==> config.mk <==
export PLATFORM = sky130hd
export DESIGN_NAME = tjfs_intake_flat
export DESIGN_NICKNAME = d
export VERILOG_FILES = /design/src/rtl/tjfs_pkg.sv /design/src/rtl/tjfs_req_if.sv /design/src/rtl/tjfs_intake.sv /design/src/flat_wrapper.sv
export SDC_FILE = /design/constraint.sdc
export NUM_CORES = 2
export LEC_CHECK = 0
export ABC_AREA = 1
export ABC_CLOCK_PERIOD_IN_PS = 14000
export BUFFER_PORTS_ARGS = -buffer_cell sky130_fd_sc_hd__buf_2
export CAP_MARGIN = 0
export CORE_MARGIN = 2
export CORE_UTILIZATION = 50
export CTS_BUF_LIST = sky130_fd_sc_hd__clkbuf_4
export DETAILED_ROUTE_END_ITERATION = 10
export PLACE_DENSITY_LB_ADDON = 0.08
export SYNTH_ARGS = -nofsm -noshare
export SYNTH_HDL_FRONTEND = slang
export SYNTH_SLANG_ARGS = --single-unit
==> constraint.sdc <==
create_clock -name clock -period 14 [get_ports clock]
set_input_delay 2.8 -clock clock [delete_from_list [all_inputs] [get_ports clock]]
set_output_delay 2.8 -clock clock [all_outputs]
set_load 0.01 [all_outputs]
==> src/rtl/tjfs_pkg.sv <==
`timescale 1ns / 1ps

package tjfs_pkg;

   // Positions and limits: signed Q16.16
   typedef logic signed [31:0] pos_type;
   // Speeds and periods: unsigned Q8.16
   typedef logic [23:0] rate_type;
   // Mimic ratio: unsigned Q4.16
   typedef logic [19:0] ratio_type;
   // Step size: (period * rate) >> 16
   typedef logic [31:0] step_type;
   typedef logic [2:0]  status_type;
   typedef logic [2:0]  csr_index_type;
   typedef logic [31:0] csr_data_type;

   // Result status codes
   localparam status_type ST_NONE       = 3'd0;
   localparam status_type ST_DIST_HIT   = 3'd1;
   localparam status_type ST_DIST_LIMIT = 3'd2;
   localparam status_type ST_PROX_GOAL  = 3'd3;
   localparam status_type ST_REJECT     = 3'd4;

   // Input word modes
   localparam logic MODE_START = 1'b0;
   localparam logic MODE_TICK  = 1'b1;

   // Register indexes
   localparam csr_index_type REG_PROXIMAL_LOW  = 3'd0;
   localparam csr_index_type REG_PROXIMAL_HIGH = 3'd1;
   localparam csr_index_type REG_DISTAL_LOW    = 3'd2;
   localparam csr_index_type REG_DISTAL_HIGH   = 3'd3;
   localparam csr_index_type REG_PROXIMAL_RATE = 3'd4;
   localparam csr_index_type REG_DISTAL_RATE   = 3'd5;
   localparam csr_index_type REG_MIMIC_RATIO   = 3'd6;

   // Register reset values
   localparam pos_type   PROXIMAL_LOW_RST  = 32'sd0;
   localparam pos_type   PROXIMAL_HIGH_RST = 32'sd160000;
   localparam pos_type   DISTAL_LOW_RST    = 32'sd0;
   localparam pos_type   DISTAL_HIGH_RST   = 32'sd55000;
   localparam rate_type  PROXIMAL_RATE_RST = 24'd65536;
   localparam rate_type  DISTAL_RATE_RST   = 24'd65536;
   localparam ratio_type MIMIC_RATIO_RST   = 20'd21845;

   typedef struct packed {
      pos_type   proximal_low;
      pos_type   proximal_high;
      pos_type   distal_low;
      pos_type   distal_high;
      rate_type  proximal_rate;
      rate_type  distal_rate;
      ratio_type mimic_ratio;
   } cfg_type;

   // Registered input word, with step sizes and clamped goal worked out
   typedef struct packed {
      logic     mode;
      pos_type  goal;
      step_type distal_step;
      step_type proximal_step;
      logic     distal_hit;
      logic     proximal_hit;
   } item_type;

   // Saturate a wide signed value to the 32-bit position range
   function automatic pos_type sat_pos(input logic signed [36:0] v);
      logic signed [36:0] max_v;
      logic signed [36:0] min_v;
      max_v = 37'sh0_7FFF_FFFF;
      min_v = -37'sh0_8000_0000;
      if (v > max_v) begin
         sat_pos = 32'sh7FFF_FFFF;
      end else if (v < min_v) begin
         sat_pos = 32'sh8000_0000;
      end else begin
         sat_pos = v[31:0];
      end
   endfunction

endpackage

==> src/rtl/tjfs_req_if.sv <==
`timescale 1ns / 1ps

interface tjfs_req_if;
   import tjfs_pkg::*;

   logic     valid;
   logic     ready;
   logic     mode;
   pos_type  goal;
   rate_type period;
   logic     distal_hit;
   logic     proximal_hit;

   modport source (output valid, mode, goal, period, distal_hit, proximal_hit,
                   input ready);
   modport sink   (input valid, mode, goal, period, distal_hit, proximal_hit,
                   output ready);
endinterface

==> src/rtl/tjfs_intake.sv <==
`timescale 1ns / 1ps

module tjfs_intake (
   input  logic               clock,
   input  logic               reset,
   tjfs_req_if.sink           req_chan,
   input  tjfs_pkg::cfg_type  cfg,
   input  logic               take,
   output logic               item_valid,
   output tjfs_pkg::item_type item
);
   import tjfs_pkg::*;

   logic           valid_ff;
   logic           valid_in;
   item_type       item_ff;
   item_type       item_in;
   logic           accept;
   logic [47:0]    distal_prod;
   logic [47:0]    proximal_prod;
   pos_type        goal_clamped;

   // Take a new word when the stage is empty or its word moves on
   assign req_chan.ready = !valid_ff || take;
   assign accept         = req_chan.valid && req_chan.ready;

   // Step sizes: period times speed, drop the 16 fraction bits
   assign distal_prod   = 48'(req_chan.period) * 48'(cfg.distal_rate);
   assign proximal_prod = 48'(req_chan.period) * 48'(cfg.proximal_rate);

   // Clamp the goal, lower limit first
   always_comb begin
      priority if (req_chan.goal < cfg.proximal_low) begin
         goal_clamped = cfg.proximal_low;
      end else if (req_chan.goal > cfg.proximal_high) begin
         goal_clamped = cfg.proximal_high;
      end else begin
         goal_clamped = req_chan.goal;
      end
   end

   always_comb begin
      item_in.mode          = req_chan.mode;
      item_in.goal          = goal_clamped;
      item_in.distal_step   = distal_prod[47:16];
      item_in.proximal_step = proximal_prod[47:16];
      item_in.distal_hit    = req_chan.distal_hit;
      item_in.proximal_hit  = req_chan.proximal_hit;
   end

   // Hold the word until the core takes it
   always_comb begin
      if (accept) begin
         valid_in = 1'b1;
      end else if (take) begin
         valid_in = 1'b0;
      end else begin
         valid_in = valid_ff;
      end
   end

   always_ff @(posedge clock) begin
      if (reset) begin
         valid_ff <= 1'b0;
      end else begin
         valid_ff <= valid_in;
      end
   end

   always_ff @(posedge clock) begin
      if (accept) begin
         item_ff <= item_in;
      end
   end

   assign item_valid = valid_ff;
   assign item       = item_ff;

endmodule

==> src/flat_wrapper.sv <==
// flat-port wrapper written by rule: the top's interface ports become plain ports
module tjfs_intake_flat import tjfs_pkg::*;
  (clock, reset, cfg, take, item_valid, item, req_chan_valid, req_chan_mode, req_chan_goal, req_chan_period, req_chan_distal_hit, req_chan_proximal_hit, req_chan_ready);
  tjfs_req_if req_chan_i ();
  input  logic clock;
  input  logic reset;
  input  tjfs_pkg::cfg_type cfg;
  input  logic take;
  output logic item_valid;
  output tjfs_pkg::item_type item;
  input wire logic [$bits(req_chan_i.valid)-1:0] req_chan_valid;
  input wire logic [$bits(req_chan_i.mode)-1:0] req_chan_mode;
  input wire logic [$bits(req_chan_i.goal)-1:0] req_chan_goal;
  input wire logic [$bits(req_chan_i.period)-1:0] req_chan_period;
  input wire logic [$bits(req_chan_i.distal_hit)-1:0] req_chan_distal_hit;
  input wire logic [$bits(req_chan_i.proximal_hit)-1:0] req_chan_proximal_hit;
  output wire logic [$bits(req_chan_i.ready)-1:0] req_chan_ready;
  assign req_chan_i.valid = req_chan_valid;
  assign req_chan_i.mode = req_chan_mode;
  assign req_chan_i.goal = req_chan_goal;
  assign req_chan_i.period = req_chan_period;
  assign req_chan_i.distal_hit = req_chan_distal_hit;
  assign req_chan_i.proximal_hit = req_chan_proximal_hit;
  assign req_chan_ready = req_chan_i.ready;
  tjfs_intake u_core (.clock(clock), .reset(reset), .req_chan(req_chan_i), .cfg(cfg), .take(take), .item_valid(item_valid), .item(item));
endmodule
After elaboration in Yosys (flattened, before gate mapping)
Cells that the tools add are included.
- flip-flop bits (word level): 100
- input port bits: 259
- output and inout port bits: 101
- muxes and demuxes: 4
- reductions and logical operators: 4
- $lt $le $gt $ge: 2
- multipliers: 2
- operators by type and width (kind ; count):
    $mul A24 B24 Y48 ; 2
    $mux W32 ; 2
    $gt A32 B32 Y1 ; 1
    $lt A32 B32 Y1 ; 1
    $mux W1 ; 2
    $reduce_bool A2 Y1 ; 1
    $logic_and A1 B1 Y1 ; 1
    $logic_not A1 Y1 ; 1
    $logic_or A1 B1 Y1 ; 1

Longest topological paths before layout
- depth after elaboration: 4
- depth in mapped cells: 30

Worst setup path after synthesis
Ideal clock, no wire load.
- path kind: in2reg
- start: input req_chan_period[13]
- end: register u_core.item_ff (netlist bit u_core.item[60]), data pin
- required time: 13.747 ns
- stages: 27
- arrival: 8.419 ns
- path slack: 5.328 ns
- setup time: 0.253 ns
- buffers on the path: 2
- path through: clkbuf_1 clkbuf_1 nand2_1 fa_1 inv_1 fa_1 inv_1 fa_1 inv_1 fa_1 inv_1 fa_1 inv_1 fa_1 inv_1 fa_1 inv_1 ha_1 nand2_1 inv_1 a21boi_0 a21boi_0 o21ai_0 nand2_1 nand3_1 nand2_1 nand2_1
- cells in the longest elaborated chain, start to end: 1
- RTL lines (element ; line ; RTL):
    start: declaration ; flat_wrapper.sv:14 ; input wire logic [$bits(req_chan_i.period)-1:0] req_chan_period;
    $mul A24 B24 Y48 ; tjfs_intake.sv:28 ; assign distal_prod = 48'(req_chan.period) * 48'(cfg.distal_rate);
    net u_core.distal_prod[42] ; tjfs_intake.sv:19 ; logic [47:0] distal_prod;
    end signal: assignment ; tjfs_intake.sv:72 ; item_ff <= item_in;
    end: declaration ; tjfs_intake.sv:16 ; item_type item_ff;
The timed path passes the listed nets, and every way through them passes these cells.
A chain may end at the register's enable or synchronous reset.

Worst setup path after layout
- start: input req_chan_period[14]
- end: register u_core.item_ff (netlist bit u_core.item[52]), data pin
Same word-level chain as after synthesis.

==> reports/metrics.yaml <==
status: "finished, final reports clean"
cts_tree: "yes"
drv_cap: 0
dpl_worst_slack_ns: 4.05
timing.final.hold_violations: 0
core_um2: 89700
path_depth: 24
seq_area_frac_synth_pct: 6.64
r2r_slack_ns: 11.68
cts_made_buffers: 9
cts-root-buf: "clkbuf_4"
period_minus_slack_ns: 9.40
initial_core_util_pct: 50.2
crit_chain: "buf_2 -> buf_4 -> nand2_1 -> fa_1 -> inv_1 -> fa_1 -> inv_1 -> fa_1 -> fa_1 -> inv_1 -> fa_1 -> fa_1 -> inv_1 -> fa_1 -> inv_1 -> ha_1 -> a21oi_1 -> a21boi_0 -> a21boi_0 -> nand2_1 -> nand3_1 -> nand2_1 -> nand2_1 -> nand2_1"
synth.distinct_cells: 42
drive_gt1_share_pct: 5.72
grt_pass1_vias: 37583
syn-cell-area_um2: 45100
cp-start-kind: "input pin"
cts_setup_buffers: 0
place_hpwl_mm: 93.6
r2r_end: "u_core.item[34]$_DFFE_PP_"
ctsHoldBuffers: 0
ant_nets: 0
async_reset_ff_share_pct: 0
grt_pass1_wl_mm: 201
fin_util_pct: 52.8
tightest_slew_ns: 0.856
setup_viol: 0
cts_sinks: 100
antenna_found_initial: 7
htree_num_levels: 3
via_per_inst: 4.99
rsz0062_at_grt: "no"
clk_latency_ns: 0.65
fmax_ghz: 0.106
cp.required_ns: 14.39
io_buffers: 275
grt_max_degree: 53
syn_inst: 5875
crit_start: "req_chan_period[14]"
endpoint_kind: "flop"
cp_top_family: "adder cells"
die_w_um: 304
die_h_um: 304
crit_buf_inv: 7
row_count: 110
finalWirelength_mm: 121
slew_headroom_pct: 42.9
ys.flop_type: "edfxtp_1"
firstDrtPassIters: 6
synth_nets: 7499
overflow: 0
r2r_cells: 3
gp_congestion: 0.935
slowest_stage: "fa_1"
io_pins: 360
skew_ns: 0.0327
ys_seq_elements: 100
cts_resized: 0
r2r-start: "u_core.item_valid$_SDFFE_PP0P_"
vias: 35610
gr-usage-all-layers_pct: 27.4
clk_path_buf_depth: 2
hold_path_startpoint: "u_core.item_valid$_SDFFE_PP0P_"
crit_path_frequent_cell: "fa_1"
path_clk_slew_ns: 0.21
synth_edf_count: 99
dr.first_iter.drc_count: 2555
finalSetupTns_ns: 0
area_delta_synth_final_pct: 5.09
worstPathArrival_ns: 9.79
nets: 7579
finalCritPeriodShare_pct: 67.1
crit_end: "u_core.item[52]$_DFFE_PP_"
wl_per_cell_um: 16.9
critPathKind: "input pin to flop"
die-area_um2: 92600
postLayoutSetupSlackWorst_ns: 4.60
drc_errors: 0
slew_viol_final: 0
cp_max_fo: 25
syn_avg_cell_area_um2: 7.67
hold_path_class: "flop to flop"
yosys_warnings: 0
critical_path.max_stage_delay_ns: 0.56
-- logic make-up (layout without fill, tap and decap cells) --
logic type / Yosys count / in the layout / share of synthesized area (%)
AOI/OAI and AO/OA: 296 / 296 / 3.77
buffers and inverters: 2134 / 2219 / 17.9
xor gates and xnor gates: 51 / 51 / 0.991
DFF: 100 / 100 / 6.64
adders and majority gates: 1365 / 1365 / 53.9
other: 0 / 3 / 0
and+or+nand+nor: 1929 / 1929 / 16.8
-- per-stage QoR --
step | hold WS, ns | std cells | cell area, µm²
2_1_floorplan | 0.577 | 5875 | 45100
3_3_place_gp | 0.517 | 7120 | 47200
3_5_place_dp | 0.518 | 7120 | 47200
4_1_cts | 0.544 | 7136 | 47400
5_1_grt | 0.588 | 7139 | 47400
6_report | 0.542 | 7139 | 47400
-- state kept, by name (all words and copies together) (netlist names) --
name               flops
u_core.item_valid      1
u_core.item           99
-- how the worst min path moves through the flow --
stage	to	slack (ns)	cells past startpoint
5_1_grt	u_core.item_valid$_SDFFE_PP0P_	0.59	2
3_5_place_dp	u_core.item_valid$_SDFFE_PP0P_	0.52	2
3_3_place_gp	u_core.item_valid$_SDFFE_PP0P_	0.52	2
6_report	u_core.item_valid$_SDFFE_PP0P_	0.54	2
2_1_floorplan	u_core.item_valid$_SDFFE_PP0P_	0.58	2
4_1_cts	u_core.item_valid$_SDFFE_PP0P_	0.54	2
-- area by class of cell --
| class | count | area [µm²] |
|---|---|---|
| Clock inverter | 7 | 67.6 |
| Inverter | 1900 | 7130 |
| Antenna cell | 3 | 7.51 |
| Multi-Input combinational cell | 3641 | 34100 |
| Sequential cell | 100 | 2990 |
| Fill cell | 8931 | 42400 |
| Timing Repair Buffer | 303 | 1590 |
| Tap cell | 1176 | 1470 |
| Clock buffer | 9 | 67.6 |
-- worst min-delay path, cell delays in order, from the launching register on --
cell and delay [ns]:
dfxtp_1 0.39, nand2_1 0.09, a21oi_1 0.05
-- metal layers --
metal,vias up,share of wire [%],GRT usage [%]
met5,-,0.034,0
met2,1035,47,45.6
met4,6,1.4,5.00
met3,96,6.4,3.32
met1,17726,45,39.0
li1,16747,-,-
-- layout by cell type, fill, tap and decap left out, types with 11 or more instances in the layout --
cell / count
o21ai_0: 62
o21a_1: 17
a21boi_0: 11
o21bai_1: 14
fa_1: 962
nor3_1: 13
ha_1: 403
a31oi_1: 15
nand3_1: 83
xor2_1: 32
buf_2: 275
nand2_1: 1590
xnor2_1: 19
inv_1: 1895
nor2_1: 170
edfxtp_1: 99
nand4_1: 46
a21o_1: 23
a21oi_1: 136
buf_4: 28
-- cell usage after synthesis (17+ instances only) --
cell type	n	share of area, %
o21ai_0	62	0.69
edfxtp_1	99	6.6
buf_1	35	0.29
inv_1	1895	16
nand3_1	83	0.92
xnor2_1	19	0.37
nand2_1	1590	13
ha_1	403	11
o21a_1	17	0.28
a21o_1	23	0.38
a21oi_1	137	1.5
clkbuf_1	182	1.5
nand4_1	46	0.64
fa_1	962	43
xor2_1	32	0.62
nor2_1	170	1.4
Power is left out: the tool's default activity adds up to more than one toggle a clock period on the data nets, which glitch-free logic cannot reach.
