**config.mk**
```make
export PLATFORM = sky130hd
export DESIGN_NAME = tjfs_csr
export DESIGN_NICKNAME = d
export VERILOG_FILES = /design/src/rtl/tjfs_pkg.sv /design/src/rtl/tjfs_csr.sv
export SDC_FILE = /design/constraint.sdc
export NUM_CORES = 1
export LEC_CHECK = 0
export BUFFER_PORTS_ARGS = -buffer_cell sky130_fd_sc_hd__buf_2
export CORE_MARGIN = 5
export CORE_UTILIZATION = 55
export DETAILED_ROUTE_END_ITERATION = 8
export PLACE_DENSITY = 0.84
export SYNTH_ARGS = -nofsm -noshare
export SYNTH_HDL_FRONTEND = slang
export SYNTH_SLANG_ARGS = --single-unit
```
**constraint.sdc**
```tcl
create_clock -name clock -period 2.3 [get_ports clock]
set_clock_uncertainty 0.2 [all_clocks]
set_input_delay 0.23 -clock clock [delete_from_list [all_inputs] [get_ports clock]]
set_output_delay 0.23 -clock clock [all_outputs]
set_load 0.01 [all_outputs]
```
**src/rtl/tjfs_pkg.sv**
```systemverilog
`timescale 1ns / 1ps

package tjfs_pkg;

   // Positions and limits: signed Q16.16
   typedef logic signed [31:0] pos_type;
   // Speeds and periods: unsigned Q8.16
   typedef logic [23:0] rate_type;
   // Mimic ratio: unsigned Q4.16
   typedef logic [19:0] ratio_type;
   // Step size: (period * rate) >> 16
   typedef logic [31:0] step_type;
   typedef logic [2:0]  status_type;
   typedef logic [2:0]  csr_index_type;
   typedef logic [31:0] csr_data_type;

   // Result status codes
   localparam status_type ST_NONE       = 3'd0;
   localparam status_type ST_DIST_HIT   = 3'd1;
   localparam status_type ST_DIST_LIMIT = 3'd2;
   localparam status_type ST_PROX_GOAL  = 3'd3;
   localparam status_type ST_REJECT     = 3'd4;

   // Input word modes
   localparam logic MODE_START = 1'b0;
   localparam logic MODE_TICK  = 1'b1;

   // Register indexes
   localparam csr_index_type REG_PROXIMAL_LOW  = 3'd0;
   localparam csr_index_type REG_PROXIMAL_HIGH = 3'd1;
   localparam csr_index_type REG_DISTAL_LOW    = 3'd2;
   localparam csr_index_type REG_DISTAL_HIGH   = 3'd3;
   localparam csr_index_type REG_PROXIMAL_RATE = 3'd4;
   localparam csr_index_type REG_DISTAL_RATE   = 3'd5;
   localparam csr_index_type REG_MIMIC_RATIO   = 3'd6;

   // Register reset values
   localparam pos_type   PROXIMAL_LOW_RST  = 32'sd0;
   localparam pos_type   PROXIMAL_HIGH_RST = 32'sd160000;
   localparam pos_type   DISTAL_LOW_RST    = 32'sd0;
   localparam pos_type   DISTAL_HIGH_RST   = 32'sd55000;
   localparam rate_type  PROXIMAL_RATE_RST = 24'd65536;
   localparam rate_type  DISTAL_RATE_RST   = 24'd65536;
   localparam ratio_type MIMIC_RATIO_RST   = 20'd21845;

   typedef struct packed {
      pos_type   proximal_low;
      pos_type   proximal_high;
      pos_type   distal_low;
      pos_type   distal_high;
      rate_type  proximal_rate;
      rate_type  distal_rate;
      ratio_type mimic_ratio;
   } cfg_type;

   // Registered input word, with step sizes and clamped goal worked out
   typedef struct packed {
      logic     mode;
      pos_type  goal;
      step_type distal_step;
      step_type proximal_step;
      logic     distal_hit;
      logic     proximal_hit;
   } item_type;

   // Saturate a wide signed value to the 32-bit position range
   function automatic pos_type sat_pos(input logic signed [36:0] v);
      logic signed [36:0] max_v;
      logic signed [36:0] min_v;
      max_v = 37'sh0_7FFF_FFFF;
      min_v = -37'sh0_8000_0000;
      if (v > max_v) begin
         sat_pos = 32'sh7FFF_FFFF;
      end else if (v < min_v) begin
         sat_pos = 32'sh8000_0000;
      end else begin
         sat_pos = v[31:0];
      end
   endfunction

endpackage

```
**src/rtl/tjfs_csr.sv**
```systemverilog
`timescale 1ns / 1ps

module tjfs_csr (
   input  logic                   clock,
   input  logic                   reset,
   input  logic                   csr_write,
   input  tjfs_pkg::csr_index_type csr_index,
   input  tjfs_pkg::csr_data_type  csr_data,
   output tjfs_pkg::cfg_type       cfg
);
   import tjfs_pkg::*;

   cfg_type cfg_ff;
   cfg_type cfg_in;

   // Decode the write into the addressed register
   always_comb begin
      cfg_in = cfg_ff;
      if (csr_write) begin
         unique case (csr_index)
            REG_PROXIMAL_LOW:  cfg_in.proximal_low  = csr_data;
            REG_PROXIMAL_HIGH: cfg_in.proximal_high = csr_data;
            REG_DISTAL_LOW:    cfg_in.distal_low    = csr_data;
            REG_DISTAL_HIGH:   cfg_in.distal_high   = csr_data;
            REG_PROXIMAL_RATE: cfg_in.proximal_rate = csr_data[23:0];
            REG_DISTAL_RATE:   cfg_in.distal_rate   = csr_data[23:0];
            REG_MIMIC_RATIO:   cfg_in.mimic_ratio   = csr_data[19:0];
            default:           cfg_in = cfg_ff;
         endcase
      end
   end

   always_ff @(posedge clock) begin
      if (reset) begin
         cfg_ff.proximal_low  <= PROXIMAL_LOW_RST;
         cfg_ff.proximal_high <= PROXIMAL_HIGH_RST;
         cfg_ff.distal_low    <= DISTAL_LOW_RST;
         cfg_ff.distal_high   <= DISTAL_HIGH_RST;
         cfg_ff.proximal_rate <= PROXIMAL_RATE_RST;
         cfg_ff.distal_rate   <= DISTAL_RATE_RST;
         cfg_ff.mimic_ratio   <= MIMIC_RATIO_RST;
      end else begin
         cfg_ff <= cfg_in;
      end
   end

   assign cfg = cfg_ff;

endmodule

```
Word-level counts from Yosys, hierarchy flattened. Index checks and enable logic that the tools add are counted. W data, S select, Z words.

Bits of input ports: 38. Bits in registers: 196. Output and inout port bits: 196. Word-level logic and storage cells: 21.

Equal/unequal tests: 6. Reduce and logical (&&, ||, !) cells: 8.

Operator list (count): $reduce_and A2 Y1 (7); $eq A3 B3 Y1 const B (3); $eq A3 B2 Y1 const B (2); $eq A3 B1 Y1 const B (1); $logic_not A3 Y1 (1).

Longest topological paths before layout. Gate-level depths: netlist of run 1.

Word-level depth: 2. Gate-level depth with buffers: 5. Depth with buffers taken out: 2.

Least setup slack after synthesis of run 1. Ideal clock, no wire load.

Path type: in2reg. Start point: input csr_index[1]. End point: register cfg_ff (netlist bit cfg[187]). Required time: 1.976 ns. Data arrival time: 1.264 ns. Path buffers: 3. Stages on the path: 5. Path slack: 0.712 ns. Library setup time: 0.124 ns. Cell sequence: buf_2 > or4b_4 > buf_6 > buf_12 > mux2i_1.

Cells in the longest elaborated chain, start to end: 2.

Ends and longest elaborated chain: start: declaration (line tjfs_csr.sv:7) `input tjfs_pkg::csr_index_type csr_index,`; $logic_not A3 Y1 (line tjfs_csr.sv:20) `unique case (csr_index)`; $reduce_and A2 Y1 (no line); end signal: assignment (line tjfs_csr.sv:43) `cfg_ff <= cfg_in;`; end: declaration (line tjfs_csr.sv:13) `cfg_type cfg_ff;`.

Every way passes these cells. A chain may end at the register's enable or synchronous reset.

Worst setup path in the final report of run 1.
Start point: register cfg_ff (netlist bit cfg[121]). End point: output cfg[121] (netlist bit).

RTL lines: end: declaration (line tjfs_csr.sv:9) `output tjfs_pkg::cfg_type cfg`.

No word-level cell between the ends.

==> impl_metrics.toml, run 1 <==
[status]
run_status = "finished clean"

[worst_setup_path]
critical_path.max_fanout = 2
required_ns = 1.87
path_class = "reg -> out"
endpoint_kind = "output port"
cp.arrival_ns = 0.96
start_kind = "register"
crit_buf_inv = 1
crit_chain = "buf_2"
crit_family = "flip-flops"
cp_slowest_cell = "dfxtp_1"
cpPeakStageDelay_ns = 0.38

[cts]
cts_buffers = 17
clkTransAtPathRegs_ns = 0.07
ctsHtreeMaxLevel = 4
cts.path.max_buffers = 2
cts_num_sinks = 196
clockRootBuffer = "clkbuf_16"
clk_latency_ns = 0.41
post-cts-setup-buffers = 0
cts_tree = "yes"

[layout]
instances_no_fill = 1131
final_common_cell = "buf_2"
diodes = 0
layout_common_cells = "buf_2 (232), nand2b_1 (204), mux2i_1 (196), dfxtp_1 (196), nor2_1 (39)"
syn2layout_area_growth_pct = 28.22
nNetsFinal = 976
drive_gt1_share_pct = 30.28
fillCellCount = 993
largest_reg_flops = 196

[routing]
drtPass1Iterations = 4
vias = 5783
wl_per_cell_um = 17.43
drt_iter0_markers = 301
ant_nets = 0
viasPerCell = 5.113
routed_wl_mm = 19.71
drc_errors = 0

[floorplan]
io_pins = 234
row_count = 43
die_y_um = 128.4
initial_core_util_pct = 55.72
core-area_um2 = 13830
die_area_um2 = 16480
die_w_um = 128.4

[global_route]
grt_pass1_wl_mm = 31.37
track_usage_pct = 23.99
grt_start_max_net_pins = 91
grt_overflow = 0
grt_pass1_vias = 5876
antenna_found_initial = 0

[sta]
slew_headroom_pct = 57.46
tightest_slew_ns = 0.6376
finalCritPeriodShare_pct = 60.28
hold_viol = 0
max_freq_mhz = 721.3
rsz0062_at_grt = "false"
final.setup.tns_ns = 0
setup_viol = 0
slew_viol_final = 0
min_period_ns = 1.386

[logic_synthesis]
synth_ff_type = "dfxtp_1"
ys_async_sr_fraction_pct = 0
ys_seq_area_share_pct = 50.93
synth-edff-count = 0
synthesis.area_um2 = 7705
ys_seq_elements = 196
postSynthAreaPerCell_um2 = 11.01
synth_nets = 738
synth_warnings = 0
synthCells = 700
yosysUniqueCellTypes = 15

[pwr]
power_density_nw_per_um2 = 727.6
ir_drop_mv = 0.4599
p_leak_nw = 5.176

[placement]
globalplace.congestion = 0.7872
dpl.cell_count = 1077
io_buffers = 233
place_hpwl_mm = 13.41

[worst_hold_path]
hold_path_class = "in -> reg"

[run]
cap_violations = 0
-- power by group --
part	switching (mW)	internal, mW
registers	0.0409	3.47
logic	0.290	0.258
clock network	1.25	1.88
total	1.58	5.61
-- per-layer routing --
metal / wire length [um] / up-vias / track usage [%]
met5: 0 / - / 0
met4: 427 / 0 / 9.238
met3: 1511 / 28 / 7.098
met2: 9404 / 214 / 38.83
met1: 8368 / 2763 / 30.30
li1: - / 2778 / -
-- cell usage after synthesis (2+ instances only) --
cell type,n,area [um^2]
buf_2,12,60.06
buf_4,11,82.58
buf_6,2,22.52
clkbuf_1,29,108.9
dfxtp_1,196,3924
mux2i_1,196,1962
nand2b_1,204,1276
nand4b_1,3,26.28
nand4bb_1,3,33.78
nor2_1,39,146.4
-- layout make-up --
type | count | area [um^2] | area share (%)
Tap cell | 180 | 225.2 | 2.280
Multi-Input combinational cell | 449 | 3530 | 35.73
Timing Repair Buffer | 274 | 1569 | 15.88
Clock buffer | 20 | 456.7 | 4.623
Clock inverter | 12 | 175.2 | 1.773
Sequential cell | 196 | 3924 | 39.72
-- worst reg2reg max path, delay by kind of cell (launching register included) --
kind          cells  cell delay (ns)
mux               1             0.11
flops             1             0.32
simple gates      1             0.15
-- final timing paths --
check	startpoint	end	slack, ns	depth (start not counted)
min	csr_data[22]	cfg[90]	0.02	3
min reg2reg	cfg[161]	cfg[161]	0.27	2
max reg2reg	cfg[10]	cfg[10]	1.40	2
max	cfg[121]	cfg[121]	0.91	1
-- metrics by stage --
step | total power, mW | utilization [%] | hold WS, ns | instance area, um^2 | setup WS (ns)
2_1_floorplan | 3.901 | - | 0.1912 | 7705 | 0.7121
3_3_place_gp | 4.093 | 65.29 | 0.2546 | 9027 | 0.5106
3_5_place_dp | 4.100 | 65.29 | 0.2622 | 9027 | 0.4828
4_1_cts | 7.238 | 71.45 | 0.01051 | 9879 | 0.8854
5_1_grt | 7.441 | 71.45 | 0.05423 | 9879 | 0.8644
6_report | 7.188 | 71.45 | 0.02188 | 9879 | 0.9135
-- timing repair --
item	in CTS	in global routing
hold buffers	22	0
gates resized for setup	0	0
endpoints found under the hold margin	61	0
-- cells by family after synthesis --
logic type	count (synthesis)	share of synthesized area [%]
simple gates	253	19.80
buf+inv	55	3.816
mux	196	25.46
flops	196	50.93
Note: power is estimated with default switching activity, not from simulation.
==> inputs of run 2 (changes only) <==
- CORE_UTILIZATION: 55 -> 51
- PLACE_DENSITY: 0.84 -> 0.78
- clock period: 2.3 -> 1.34 ns (I/O delays scaled with it)
==> impl_metrics.toml, run 2 (synthesis gave the netlist of run 1 again) <==
[placement]
globalplace.congestion = 0.7807
io_buffers = 233
place_hpwl_mm = 14.14
place_ws_ns = -0.2093

[routing]
ant_nets = 0
drt_iter0_markers = 248
drc_errors = 0
wl_met2_mm = 9.519
wl_per_cell_um = 17.14
wirelength_met1_mm = 8.821
drtPass1Iterations = 6
routed_wl_mm = 20.25
wl_met3_mm = 1.463
routed.top_layer = "met4"
vias = 5841
viasPerCell = 4.946

[floorplan]
die_y_um = 132.9
row_count = 45
core-area_um2 = 15030
die_w_um = 132.9
initial_core_util_pct = 51.25
io_pins = 234
die_area_um2 = 17670

[sta]
setup_ws_ns = 0.03660
tightest_slew_ns = 0.3611
finalCritPeriodShare_pct = 97.27
slew_headroom_pct = 75.93
slew_viol_final = 0
min_period_ns = 1.303
hold_ws_ns = 0.04460
hold_viol = 0
max_freq_mhz = 767.2
rsz0062_at_grt = "false"
setup_viol = 0

[cts]
cts_num_sinks = 196
post_cts_resized = 0
post-cts-setup-buffers = 0
clk_latency_ns = 0.42
cts_buffers = 17
clockRootBuffer = "clkbuf_16"
cts_tree = "yes"
ctsHtreeMaxLevel = 4
clkTransAtPathRegs_ns = 0.07
cts.path.max_buffers = 2
hold_buffers = 33

[status]
run_status = "finished clean"

[pwr]
seqPwrFrac_pct = 50.3
power_frac_clock_pct = 40.9
power_density_nw_per_um2 = 1164
comb_power_share_pct = 8.9
p_switching_mw = 2.796
p_leak_nw = 5.397
p_int_mw = 9.190
ir_drop_mv = 0.8755
swShare_pct = 23.33

[layout]
largest_reg_flops = 196
nNetsFinal = 1018
layout_common_cells = "buf_2 (232), nand2b_1 (204), mux2i_1 (196), dfxtp_1 (196), nor2_1 (39)"
diodes = 0
multiInputGateArea_um2 = 3530
postLayoutCoreUtil_pct = 68.52
syn2layout_area_growth_pct = 33.70
final_common_cell = "buf_2"
fillCellCount = 1127
drive_gt1_share_pct = 31.82
regArea_um2 = 3924

[worst_setup_path]
start_kind = "register"
cp.arrival_ns = 0.97
endpoint_kind = "output port"
rr_worst_depth = 2
worstReg2RegEnd = "cfg[84]"
critical_path.max_fanout = 2
crit_chain = "buf_2"
r2r_setup_slack_ns = 0.48
cp-startpoint = "cfg[84]"
rr_startpoint = "cfg[84]"
crit_buf_inv = 1
required_ns = 1.01
path_class = "reg -> out"
cpPeakStageDelay_ns = 0.39
cp_slowest_cell = "dfxtp_1"
crit_family = "flip-flops"

[worst_hold_path]
hold_path_class = "in -> reg"
hold_depth = 4
hold_start = "reset"
min_to = "cfg[30]"

[global_route]
antenna_found_initial = 0
grt_overflow = 0
grt_start_max_net_pins = 27
grt_pass1_wl_mm = 32.29
track_usage_pct = 22.78
grt_pass1_vias = 6069

[run]
cap_violations = 0
[run 2: cell count changes in the layout (fill, tap and decap cells not counted)]
cell           before  now
clkinv_4            0    3
bufinv_16           4    1
clkinvlp_4          3    1
clkinv_2            3    1
dlygate4sd3_1      22   33
buf_12              3   14
inv_6               2    3
buf_4              17   37
clkbuf_1            1    4
[run 2: area by class of cell]
class	instances	share of cell area, %
well taps	188	2.284
multi-input cells	449	34.26
clock buffers	23	4.543
clock inverters	9	0.9231
flip-flops and latches	196	38.09
repair buffers	316	19.90
[run 2: power groups by stage]
stage	clock network (mW)	logic, mW	registers (mW)
detailed placement	0	0.989	6.15
global placement	0	0.978	6.15
finish	4.90	1.07	6.02
global route	5.24	1.14	6.04
floorplan	0	0.493	6.21
CTS	4.99	1.07	6.02
[run 2: routing by layer]
layer | vias to the layer above | track usage (%)
li1 | 2861 | -
met1 | 2749 | 27.67
met2 | 198 | 38.23
met3 | 33 | 6.806
met4 | 0 | 8.314
met5 | - | 0
[run 2: worst max path at each step]
stage | to | slack [ns] | depth (start not counted)
6_report | cfg[84] | 0.04 | 1
5_1_grt | cfg[84] | 0.008 | 1
4_1_cts | cfg[84] | 0.03 | 1
3_5_place_dp | cfg[151] | -0.21 | 5
3_3_place_gp | cfg[153] | -0.16 | 5
2_1_floorplan | cfg[187] | -0.13 | 5
[run 2: stage by stage]
stage / TNS (ns) / area, um^2 / instances / total power [mW]
after floorplan: -1.321 / 7737 / 700 / 6.703
after global placement: -6.349 / 9408 / 1116 / 7.132
after detailed placement: -8.487 / 9408 / 1116 / 7.143
after CTS: 0 / 10300 / 1181 / 12.08
after global routing: 0 / 10300 / 1181 / 12.42
final: 0 / 10300 / 1181 / 11.99
