<file path="config.mk">
export PLATFORM = sky130hd
export DESIGN_NAME = tjfs_core_flat
export DESIGN_NICKNAME = d
export VERILOG_FILES = /design/src/rtl/tjfs_pkg.sv /design/src/rtl/tjfs_rsp_if.sv /design/src/rtl/tjfs_core.sv /design/src/flat_wrapper.sv
export SDC_FILE = /design/constraint.sdc
export NUM_CORES = 2
export LEC_CHECK = 0
export BUFFER_PORTS_ARGS = -buffer_cell sky130_fd_sc_hd__buf_4
export CAP_MARGIN = 20
export CORE_MARGIN = 4
export CORE_UTILIZATION = 64
export DETAILED_ROUTE_END_ITERATION = 10
export GPL_TIMING_DRIVEN = 0
export HOLD_SLACK_MARGIN = 0.02
export PLACE_DENSITY = 0.87
export SYNTH_ARGS = -nofsm -noshare
export SYNTH_HDL_FRONTEND = slang
export SYNTH_SLANG_ARGS = --single-unit
export TNS_END_PERCENT = 20
</file>
<file path="constraint.sdc">
create_clock -name clock -period 11.2 [get_ports clock]
set_clock_uncertainty 0.05 [all_clocks]
set_input_delay 2.24 -clock clock [delete_from_list [all_inputs] [get_ports clock]]
set_output_delay 2.24 -clock clock [all_outputs]
set_load 0.05 [all_outputs]
</file>
<file path="src/rtl/tjfs_pkg.sv">
`timescale 1ns / 1ps

package tjfs_pkg;

   // Positions and limits: signed Q16.16
   typedef logic signed [31:0] pos_type;
   // Speeds and periods: unsigned Q8.16
   typedef logic [23:0] rate_type;
   // Mimic ratio: unsigned Q4.16
   typedef logic [19:0] ratio_type;
   // Step size: (period * rate) >> 16
   typedef logic [31:0] step_type;
   typedef logic [2:0]  status_type;
   typedef logic [2:0]  csr_index_type;
   typedef logic [31:0] csr_data_type;

   // Result status codes
   localparam status_type ST_NONE       = 3'd0;
   localparam status_type ST_DIST_HIT   = 3'd1;
   localparam status_type ST_DIST_LIMIT = 3'd2;
   localparam status_type ST_PROX_GOAL  = 3'd3;
   localparam status_type ST_REJECT     = 3'd4;

   // Input word modes
   localparam logic MODE_START = 1'b0;
   localparam logic MODE_TICK  = 1'b1;

   // Register indexes
   localparam csr_index_type REG_PROXIMAL_LOW  = 3'd0;
   localparam csr_index_type REG_PROXIMAL_HIGH = 3'd1;
   localparam csr_index_type REG_DISTAL_LOW    = 3'd2;
   localparam csr_index_type REG_DISTAL_HIGH   = 3'd3;
   localparam csr_index_type REG_PROXIMAL_RATE = 3'd4;
   localparam csr_index_type REG_DISTAL_RATE   = 3'd5;
   localparam csr_index_type REG_MIMIC_RATIO   = 3'd6;

   // Register reset values
   localparam pos_type   PROXIMAL_LOW_RST  = 32'sd0;
   localparam pos_type   PROXIMAL_HIGH_RST = 32'sd160000;
   localparam pos_type   DISTAL_LOW_RST    = 32'sd0;
   localparam pos_type   DISTAL_HIGH_RST   = 32'sd55000;
   localparam rate_type  PROXIMAL_RATE_RST = 24'd65536;
   localparam rate_type  DISTAL_RATE_RST   = 24'd65536;
   localparam ratio_type MIMIC_RATIO_RST   = 20'd21845;

   typedef struct packed {
      pos_type   proximal_low;
      pos_type   proximal_high;
      pos_type   distal_low;
      pos_type   distal_high;
      rate_type  proximal_rate;
      rate_type  distal_rate;
      ratio_type mimic_ratio;
   } cfg_type;

   // Registered input word, with step sizes and clamped goal worked out
   typedef struct packed {
      logic     mode;
      pos_type  goal;
      step_type distal_step;
      step_type proximal_step;
      logic     distal_hit;
      logic     proximal_hit;
   } item_type;

   // Saturate a wide signed value to the 32-bit position range
   function automatic pos_type sat_pos(input logic signed [36:0] v);
      logic signed [36:0] max_v;
      logic signed [36:0] min_v;
      max_v = 37'sh0_7FFF_FFFF;
      min_v = -37'sh0_8000_0000;
      if (v > max_v) begin
         sat_pos = 32'sh7FFF_FFFF;
      end else if (v < min_v) begin
         sat_pos = 32'sh8000_0000;
      end else begin
         sat_pos = v[31:0];
      end
   endfunction

endpackage

</file>
<file path="src/rtl/tjfs_rsp_if.sv">
`timescale 1ns / 1ps

interface tjfs_rsp_if;
   import tjfs_pkg::*;

   logic       valid;
   logic       ready;
   pos_type    proximal_position;
   pos_type    distal_position;
   logic       busy_res;
   status_type status;

   modport source (output valid, proximal_position, distal_position, busy_res, status,
                   input ready);
   modport sink   (input valid, proximal_position, distal_position, busy_res, status,
                   output ready);
endinterface

</file>
<file path="src/rtl/tjfs_core.sv">
`timescale 1ns / 1ps

module tjfs_core (
   input  logic               clock,
   input  logic               reset,
   input  tjfs_pkg::cfg_type  cfg,
   input  logic               item_valid,
   input  tjfs_pkg::item_type item,
   output logic               take,
   tjfs_rsp_if.source         rsp_chan
);
   import tjfs_pkg::*;

   // Joint state
   pos_type ppos_ff, ppos_in;
   pos_type dpos_ff, dpos_in;
   pos_type ptarget_ff, ptarget_in;
   pos_type dtarget_ff, dtarget_in;
   logic    moving_ff, moving_in;
   logic    donly_ff, donly_in;

   // Result register
   logic       out_valid_ff, out_valid_in;
   status_type status_in;
   status_type status_ff;
   pos_type    out_ppos_ff;
   pos_type    out_dpos_ff;
   logic       out_busy_ff;

   logic signed [52:0] mimic_prod;
   logic signed [33:0] dpos_ext, ppos_ext, dstep_ext, pstep_ext;
   logic signed [33:0] dhigh_ext, dlow_ext, dtarget_ext, ptarget_ext;
   logic signed [33:0] nd, np;
   logic               up;
   logic               dlimit;
   logic               pgoal;

   // Move the word on when the result register is free or being emptied
   assign take = item_valid && (!out_valid_ff || rsp_chan.ready);

   assign mimic_prod = 53'(item.goal) * 53'($signed({1'b0, cfg.mimic_ratio}));

   assign dpos_ext    = {{2{dpos_ff[31]}}, dpos_ff};
   assign ppos_ext    = {{2{ppos_ff[31]}}, ppos_ff};
   assign dstep_ext   = $signed({2'b00, item.distal_step});
   assign pstep_ext   = $signed({2'b00, item.proximal_step});
   assign dhigh_ext   = {{2{cfg.distal_high[31]}}, cfg.distal_high};
   assign dlow_ext    = {{2{cfg.distal_low[31]}}, cfg.distal_low};
   assign dtarget_ext = {{2{dtarget_ff[31]}}, dtarget_ff};
   assign ptarget_ext = {{2{ptarget_ff[31]}}, ptarget_ff};
   assign up          = ppos_ff < ptarget_ff;

   // Distal step toward goal or limit
   always_comb begin
      dlimit = 1'b0;
      if (up) begin
         nd = dpos_ext + dstep_ext;
         if (dhigh_ext <= nd) begin
            nd     = dhigh_ext;
            dlimit = 1'b1;
         end
         if (!donly_ff && dtarget_ext <= nd) begin
            nd = dtarget_ext;
         end
      end else begin
         nd = dpos_ext - dstep_ext;
         if (dlow_ext >= nd) begin
            nd     = dlow_ext;
            dlimit = 1'b1;
         end
         if (!donly_ff && dtarget_ext >= nd) begin
            nd = dtarget_ext;
         end
      end
   end

   // Proximal step and goal check
   always_comb begin
      if (up) begin
         np    = ppos_ext + pstep_ext;
         pgoal = ptarget_ext <= np;
      end else begin
         np    = ppos_ext - pstep_ext;
         pgoal = ptarget_ext >= np;
      end
   end

   // Apply one word to the state
   always_comb begin
      ppos_in    = ppos_ff;
      dpos_in    = dpos_ff;
      ptarget_in = ptarget_ff;
      dtarget_in = dtarget_ff;
      moving_in  = moving_ff;
      donly_in   = donly_ff;
      status_in  = ST_NONE;
      if (item.mode == MODE_START) begin
         if (moving_ff) begin
            status_in = ST_REJECT;
         end else begin
            ptarget_in = item.goal;
            dtarget_in = sat_pos(mimic_prod[52:16]);
            donly_in   = 1'b0;
            moving_in  = 1'b1;
         end
      end else if (moving_ff) begin
         if (item.distal_hit) begin
            moving_in = 1'b0;
            status_in = ST_DIST_HIT;
         end else begin
            dpos_in = sat_pos({{3{nd[33]}}, nd});
            if (dlimit) begin
               moving_in = 1'b0;
               status_in = ST_DIST_LIMIT;
            end else if (donly_ff) begin
               status_in = ST_NONE;
            end else if (item.proximal_hit) begin
               donly_in = 1'b1;
            end else if (pgoal) begin
               ppos_in   = ptarget_ff;
               moving_in = 1'b0;
               status_in = ST_PROX_GOAL;
            end else begin
               ppos_in = sat_pos({{3{np[33]}}, np});
            end
         end
      end
   end

   always_comb begin
      if (take) begin
         out_valid_in = 1'b1;
      end else if (rsp_chan.ready) begin
         out_valid_in = 1'b0;
      end else begin
         out_valid_in = out_valid_ff;
      end
   end

   // Update state and result on each taken word
   always_ff @(posedge clock) begin
      if (reset) begin
         ppos_ff      <= '0;
         dpos_ff      <= '0;
         ptarget_ff   <= '0;
         dtarget_ff   <= '0;
         moving_ff    <= 1'b0;
         donly_ff     <= 1'b0;
         out_valid_ff <= 1'b0;
      end else begin
         out_valid_ff <= out_valid_in;
         if (take) begin
            ppos_ff    <= ppos_in;
            dpos_ff    <= dpos_in;
            ptarget_ff <= ptarget_in;
            dtarget_ff <= dtarget_in;
            moving_ff  <= moving_in;
            donly_ff   <= donly_in;
         end
      end
   end

   always_ff @(posedge clock) begin
      if (take) begin
         out_ppos_ff <= ppos_in;
         out_dpos_ff <= dpos_in;
         out_busy_ff <= moving_in;
         status_ff   <= status_in;
      end
   end

   assign rsp_chan.valid             = out_valid_ff;
   assign rsp_chan.proximal_position = out_ppos_ff;
   assign rsp_chan.distal_position   = out_dpos_ff;
   assign rsp_chan.busy_res          = out_busy_ff;
   assign rsp_chan.status            = status_ff;

endmodule

</file>
<file path="src/flat_wrapper.sv">
// flat-port wrapper written by rule: the top's interface ports become plain ports
module tjfs_core_flat import tjfs_pkg::*;
  (clock, reset, cfg, item_valid, item, take, rsp_chan_valid, rsp_chan_proximal_position, rsp_chan_distal_position, rsp_chan_busy_res, rsp_chan_status, rsp_chan_ready);
  tjfs_rsp_if rsp_chan_i ();
  input  logic clock;
  input  logic reset;
  input  tjfs_pkg::cfg_type cfg;
  input  logic item_valid;
  input  tjfs_pkg::item_type item;
  output logic take;
  output wire logic [$bits(rsp_chan_i.valid)-1:0] rsp_chan_valid;
  output wire logic [$bits(rsp_chan_i.proximal_position)-1:0] rsp_chan_proximal_position;
  output wire logic [$bits(rsp_chan_i.distal_position)-1:0] rsp_chan_distal_position;
  output wire logic [$bits(rsp_chan_i.busy_res)-1:0] rsp_chan_busy_res;
  output wire logic [$bits(rsp_chan_i.status)-1:0] rsp_chan_status;
  input wire logic [$bits(rsp_chan_i.ready)-1:0] rsp_chan_ready;
  assign rsp_chan_valid = rsp_chan_i.valid;
  assign rsp_chan_proximal_position = rsp_chan_i.proximal_position;
  assign rsp_chan_distal_position = rsp_chan_i.distal_position;
  assign rsp_chan_busy_res = rsp_chan_i.busy_res;
  assign rsp_chan_status = rsp_chan_i.status;
  assign rsp_chan_i.ready = rsp_chan_ready;
  tjfs_core u_core (.clock(clock), .reset(reset), .cfg(cfg), .item_valid(item_valid), .item(item), .take(take), .rsp_chan(rsp_chan_i));
endmodule
</file>
=== Yosys cells after proc, flatten, opt, wreduce, memory -nomap -nowiden ===
Cells that the tools add are included.

* Bits in registers: 199
* Output and inout port bits: 70

* $add $sub $neg: 4
* Multipliers: 1
* Magnitude comparators: 13
* Eq/ne operators: 4
* Mux-type cells: 52
* Bitwise logic cells: 2
* Reductions and logical operators: 9

{| class="wikitable"
|+ Operators with widths
! kind !! count
|-
| 32-bit two-way mux || 16
|-
| 34-bit two-way mux || 8
|-
| 32-bit by 34-bit greater-or-equal comparator with 1-bit output || 3
|-
| 32-bit by 34-bit <= comparator with 1-bit output || 3
|-
| 32-bit by 33-bit adder with 34-bit output || 2
|-
| 34-bit by 32-bit greater-than comparator with 1-bit output, second input constant || 2
|-
| 34-bit by 32-bit less-than comparator with 1-bit output, second input constant || 2
|-
| 32-bit by 33-bit subtractor with 34-bit output || 2
|-
| 32-bit by 21-bit multiplier with 53-bit output || 1
|-
| 37-bit by 32-bit greater-than comparator with 1-bit output, second input constant || 1
|-
| 37-bit by 32-bit less-than comparator with 1-bit output, second input constant || 1
|-
| 32-bit less-than comparator || 1
|-
| 3-bit two-way mux || 7
|-
| 1-bit two-way mux || 20
|-
| 2-bit inequality test, second input constant || 3
|-
| 5-bit AND reduction || 1
|-
| 1-bit logical AND || 3
|-
| 3-bit AND reduction || 1
|-
| 1-bit zero test || 2
|-
| 2-bit two-way mux || 1
|-
| 2-bit by 1-bit inequality test with 1-bit output, second input constant || 1
|-
| 1-bit inverter || 2
|-
| 2-bit nonzero test || 1
|-
| 1-bit logical OR || 1
|}

=== Depth between registers and ports, before layout ===
* Depth in word-level cells: 14
* Mapped depth: 37
* Gate-level depth less buffers: 33

=== Least setup slack after synthesis ===
Ideal clock, no wire load.

* Path kind: input -> register
* From: input cfg[4] (netlist name)
* To: register u_core.dtarget_ff[0]
* Setup time: 0.136 ns
* Arrival: 9.643 ns
* Data required time: 11.014 ns
* Slack: 1.371 ns
* Stages: 26
* Path buffers: 2
* Path through: clkbuf_1 > and2_1 > fa_1 > inv_1 > fa_1 > inv_1 > fa_1 > fa_1 > inv_1 > fa_1 > inv_1 > fa_1 > fa_1 > ha_1 > a21o_1 > a21o_1 > a21oi_1 > o21ai_1 > a221o_1 > or3b_1 > o22ai_1 > o21bai_1 > xnor2_1 > a31oi_1 > clkbuf_1 > o32ai_1

* Longest elaborated chain between the ends: 4
* Elaborated cells between the ends (all ways): 5
* Classes of those cells: 1 x mul; 2 x order compare; 2 x mux

{| class="wikitable"
|+ Ends and longest elaborated chain
! what !! line !! text
|-
| from (decl) || flat_wrapper.sv:7 || <nowiki>input tjfs_pkg::cfg_type cfg;</nowiki>
|-
| 32-bit by 21-bit multiplier with 53-bit output * || tjfs_core.sv:41 || <nowiki>assign mimic_prod = 53'(item.goal) * 53'($signed({1'b0, cfg.mimic_ratio}));</nowiki>
|-
| 37-bit by 32-bit less-than comparator with 1-bit output || tjfs_pkg.sv:74 || <nowiki>end else if (v < min_v) begin</nowiki>
|-
| 32-bit two-way mux || tjfs_pkg.sv:74 ||
|-
| 32-bit two-way mux * || tjfs_pkg.sv:72 || <nowiki>if (v > max_v) begin</nowiki>
|-
| to (signal assigned) || tjfs_core.sv:156 || <nowiki>dtarget_ff <= dtarget_in;</nowiki>
|-
| to (decl) || tjfs_core.sv:18 || <nowiki>pos_type dtarget_ff, dtarget_in;</nowiki>
|}

Every way passes the cells marked *; elsewhere a longest branch is shown, timed or not.
A chain may end at the register's enable or synchronous reset.

=== Worst setup path in the final report ===
* From: input item[38] (netlist name)
* To: register u_core.out_dpos_ff[8], in the netlist u_core.rsp_chan.distal_position[8], data pin

* Longest elaborated chain between the ends: 14
* Elaborated cells between the ends (all ways): 22
* Classes of those cells: 2 x add/sub; 6 x order compare; 12 x mux; 2 x reduce/logical

{| class="wikitable"
|+ Ends and longest elaborated chain
! what !! line !! text
|-
| from (decl) || flat_wrapper.sv:9 || <nowiki>input tjfs_pkg::item_type item;</nowiki>
|-
| 32-bit by 33-bit subtractor with 34-bit output / 32-bit by 33-bit adder with 34-bit output (equally long branches) || tjfs_core.sv:66, tjfs_core.sv:57 ||
|-
| 32-bit by 34-bit greater-or-equal comparator with 1-bit output / 32-bit by 34-bit <= comparator with 1-bit output (equally long branches) || tjfs_core.sv:67, tjfs_core.sv:58 ||
|-
| 34-bit two-way mux (on tied branches) || tjfs_core.sv:67, tjfs_core.sv:58 ||
|-
| 34-bit two-way mux || tjfs_core.sv:56 || <nowiki>if (up) begin</nowiki>
|-
| 32-bit by 34-bit greater-or-equal comparator with 1-bit output / 32-bit by 34-bit <= comparator with 1-bit output (equally long branches) || tjfs_core.sv:71, tjfs_core.sv:62 ||
|-
| 1-bit logical AND (on tied branches) || tjfs_core.sv:71, tjfs_core.sv:62 ||
|-
| 34-bit two-way mux (on tied branches) || tjfs_core.sv:71, tjfs_core.sv:62 ||
|-
| 34-bit two-way mux * || tjfs_core.sv:56 ||
|-
| 34-bit by 32-bit less-than comparator with 1-bit output || tjfs_pkg.sv:74 ||
|-
| 32-bit two-way mux || tjfs_pkg.sv:74 ||
|-
| 32-bit two-way mux * || tjfs_pkg.sv:72 ||
|-
| 32-bit two-way mux * || tjfs_core.sv:107 || <nowiki>if (item.distal_hit) begin</nowiki>
|-
| 32-bit two-way mux * || tjfs_core.sv:106 || <nowiki>end else if (moving_ff) begin</nowiki>
|-
| 32-bit two-way mux * || tjfs_core.sv:97 || <nowiki>if (item.mode == MODE_START) begin</nowiki>
|-
| net u_core.dpos_in[8] || tjfs_core.sv:16 || <nowiki>pos_type dpos_ff, dpos_in;</nowiki>
|-
| to (signal assigned) || tjfs_core.sv:166 || <nowiki>out_dpos_ff <= dpos_in;</nowiki>
|-
| to (decl) || tjfs_core.sv:27 || <nowiki>pos_type out_dpos_ff;</nowiki>
|}

Mark *: on every way through the listed nets, which the timed path passes. The rest lies on a longest branch. The select of a mux whose other input is x is not followed.

==> run metrics <==
status=complete, no violations; Root Buffer=clkbuf_16; reg2reg setup slack=1660 ps; reg2reg start=u_core.dpos_ff[0]; EDFF count, synth=68; startpoint types=input pin; max cap viols=0; total track usage=between 40% and 50%; r2r endpoint=u_core.rsp_chan.distal_position[8]; largest net degree at the start of global routing=73; Slew HR=26.05%; post-route cell area=48,800 um2; Syn Std Cell Area=44,940 um2; Synth area leader=fa_1; crit path launch=item[38]; Mapped Cells=5,355; Synth async-reset ratio=0%; Max Freq=90.75 MHz; #FFs+latches synth=199; H-tree depth=4; Syn-to-layout area delta=8.584%; clock sinks=199; CTS Buf Count=17; Top FF cell, synth=dfxtp_1; WL/cell=23.32 um; Setup TNS Final=0 ps; Area after DPL=roughly 48,000 um2; via count=41,564; grt total ovfl=0; HP Class=reg2reg; Finished Layout Cells=6,580; Core Rows=between 90 and 100; Ys Warns=0; commonest cells after routing, fill and taps aside=inv_1 (804), fa_1 (635), nand2_1 (618), ha_1 (498), a21oi_1 (341); CP required=11,370 ps; Core Region=69,070 um2; nets=7,067; IO buf count=256; hold path start=u_core.ptarget_ff[0]; # hold bufs at CTS=0; min cycle time layout=11,020 ps; Clock Latency Late Sink=490 ps; Crit Path Class=in2reg; Unique masters post-synth=around 110; Final ANT Viol Nets=0; terminating pin of the worst hold path=u_core.ptarget_ff[0]; buffer levels on the longest clock path=2; Placed Cells=approximately 6,500; Pre-antenna DRT Iters=6; I/O pins=roughly 370; CP Max Fanout=10; leading cell type in the layout, fill and taps excluded=inv_1; Hold Violations, Final=0; Hold Path Stages=2; Fill cells=5,485; Die Y-Extent=273.0 um; initial DRC count=4,578; register area share after synthesis=10.38%; number of global-route vias before repair=41,317; first-pass GRT wire length=236.9 mm; CP max-delay cell=or4b_2; arrival time at the worst endpoint=11,180 ps; max-slew violations=0; dpl hpwl=130.0 mm; Slew @ Worst Pin=between 1000 and 1500 ps; Synth area leaders=fa_1 (28%), ha_1 (14%), inv_1 (6.7%); Syn Area/Cell=8.392 um2; die width=approximately 270 um; R2R depth=35; CTS tree=yes; initial antenna violation count=6; Tcrit/Tclk final=98.39%; RSZ-0062 raised after global routing=no; Starting Density=65.07%; pre-CTS setup slack=-1219 ps; die area=74,520 um2; post-synth net total=6,790; Crit. End Element=flop; share of cells above drive strength 1=8.415%; Setup Viol. Count Final=0; RePlAce Congestion=1.029; DRC Markers=0; vias per cell=6.317; Yosys top cell area share=~28%; PnR worst setup slack=180.6 ps; WL final=around 150 mm; CP max stage delay=~630 ps; Clock Pin Slew Worst Setup and Hold Paths=about 80 ps
## cell usage after synthesis (12+ instances only)
cell type and instances:
xnor2_1 143, fa_1 638, a211oi_2 14, inv_1 805
nor4_1 17, and3_1 13, dfxtp_1 131, o221ai_1 23
nor3_1 62, o32ai_1 38, edfxtp_1 68, or3_1 42
buf_2 52, o21a_1 22, o31a_1 33, or2_2 14
a211oi_1 54, nand2b_1 36, nand4_1 68, ha_1 498
clkbuf_1 219, a31oi_1 39, mux2i_1 31, nor2_1 315
nand2_1 618, nand3_1 50, o211ai_1 39, xor2_1 27
o21bai_1 39, a21oi_1 343, a21o_1 79, o21ai_0 179
and2_1 283, nor2b_1 36, a22o_1 33, o22ai_1 12
o31ai_1 31
## worst max-delay path, delay by kind of cell
kind / cells / cell delay, ps
xor gates and xnor gates: 1 / 400
adders and majority gates: 3 / 990
buffers and inverters: 7 / 1490
and+or+nand+nor: 10 / 2680
AOI/OAI and AO/OA: 14 / 3340
## metal layers
| metal | global-route usage, % | up-vias | wire, um |
|---|---|---|---|
| li1 | - | 18323 | - |
| met1 | 53.80 | 20241 | 58980 |
| met2 | 64.04 | 2465 | 67550 |
| met3 | 9.763 | 525 | 17170 |
| met4 | 21.03 | 10 | 9654 |
| met5 | 0.1974 | - | 73 |
## final cells by class
type / count / area, um2 / area share, %
Inverter: 811 / 3047 / 6.243
Clock inverter: 11 / 108.9 / 0.2231
Antenna cell: 4 / 10.01 / 0.02051
Tap cell: 931 / 1165 / 2.387
Timing Repair Buffer: 262 / 1971 / 4.038
Clock buffer: 21 / 471.7 / 0.9666
Multi-Input combinational cell: 4055 / 36150 / 74.08
Sequential cell: 199 / 4664 / 9.559
Buffer: 286 / 1211 / 2.482
## state kept, by name (all words and copies together) (netlist names)
signal / count
u_core.rsp_chan.distal_position: 32
u_core.dtarget_ff: 32
u_core.ppos_ff: 32
u_core.moving_ff: 1
u_core.rsp_chan.busy_res: 1
u_core.rsp_chan.valid: 1
u_core.dpos_ff: 32
u_core.donly_ff: 1
u_core.rsp_chan.status: 3
u_core.ptarget_ff: 32
u_core.rsp_chan.proximal_position: 32
## through the flow
step / util (%) / hold WS (ps)
2_1_floorplan: - / 399.8
3_3_place_gp: 69.54 / 411.0
3_5_place_dp: 69.59 / 411.0
4_1_cts: 70.49 / 421.2
5_1_grt: 70.64 / 479.5
6_report: 70.65 / 426.8
## logic make-up (layout without fill, tap and decap cells)
family | Yosys count | in the layout | synth area share, %
and+or+nand+nor | 1588 | 1588 | 16.80
DFF | 199 | 199 | 10.38
xor gates and xnor gates | 172 | 172 | 3.385
adders and majority gates | 1136 | 1136 | 42.29
buffers and inverters | 1101 | 1391 | 9.463
other | 0 | 4 | 0
muxes | 37 | 37 | 0.8408
AOI/OAI and AO/OA | 1122 | 1122 | 16.84
## worst max-delay path by stage
| stage | to | slack (ps) | cells past startpoint |
|---|---|---|---|
| final | u_core.rsp_chan.distal_position[8] | 180 | 35 |
| after global routing | u_core.rsp_chan.distal_position[12] | 20 | 36 |
| after CTS | u_core.rsp_chan.distal_position[8] | 9 | 37 |
| after detailed placement | u_core.rsp_chan.distal_position[8] | -1220 | 36 |
| after global placement | u_core.rsp_chan.distal_position[8] | -1400 | 34 |
| after floorplan | u_core.dtarget_ff[0] | 1370 | 26 |
## what timing repair did
item	in CTS	in global routing
endpoints found under the setup margin	94	95
pin swaps	2	1
resized for setup	10	39
buffers inserted	2	1
Power is left out: the tool's default activity adds up to more than one toggle a clock period on the data nets, which glitch-free logic cannot reach.
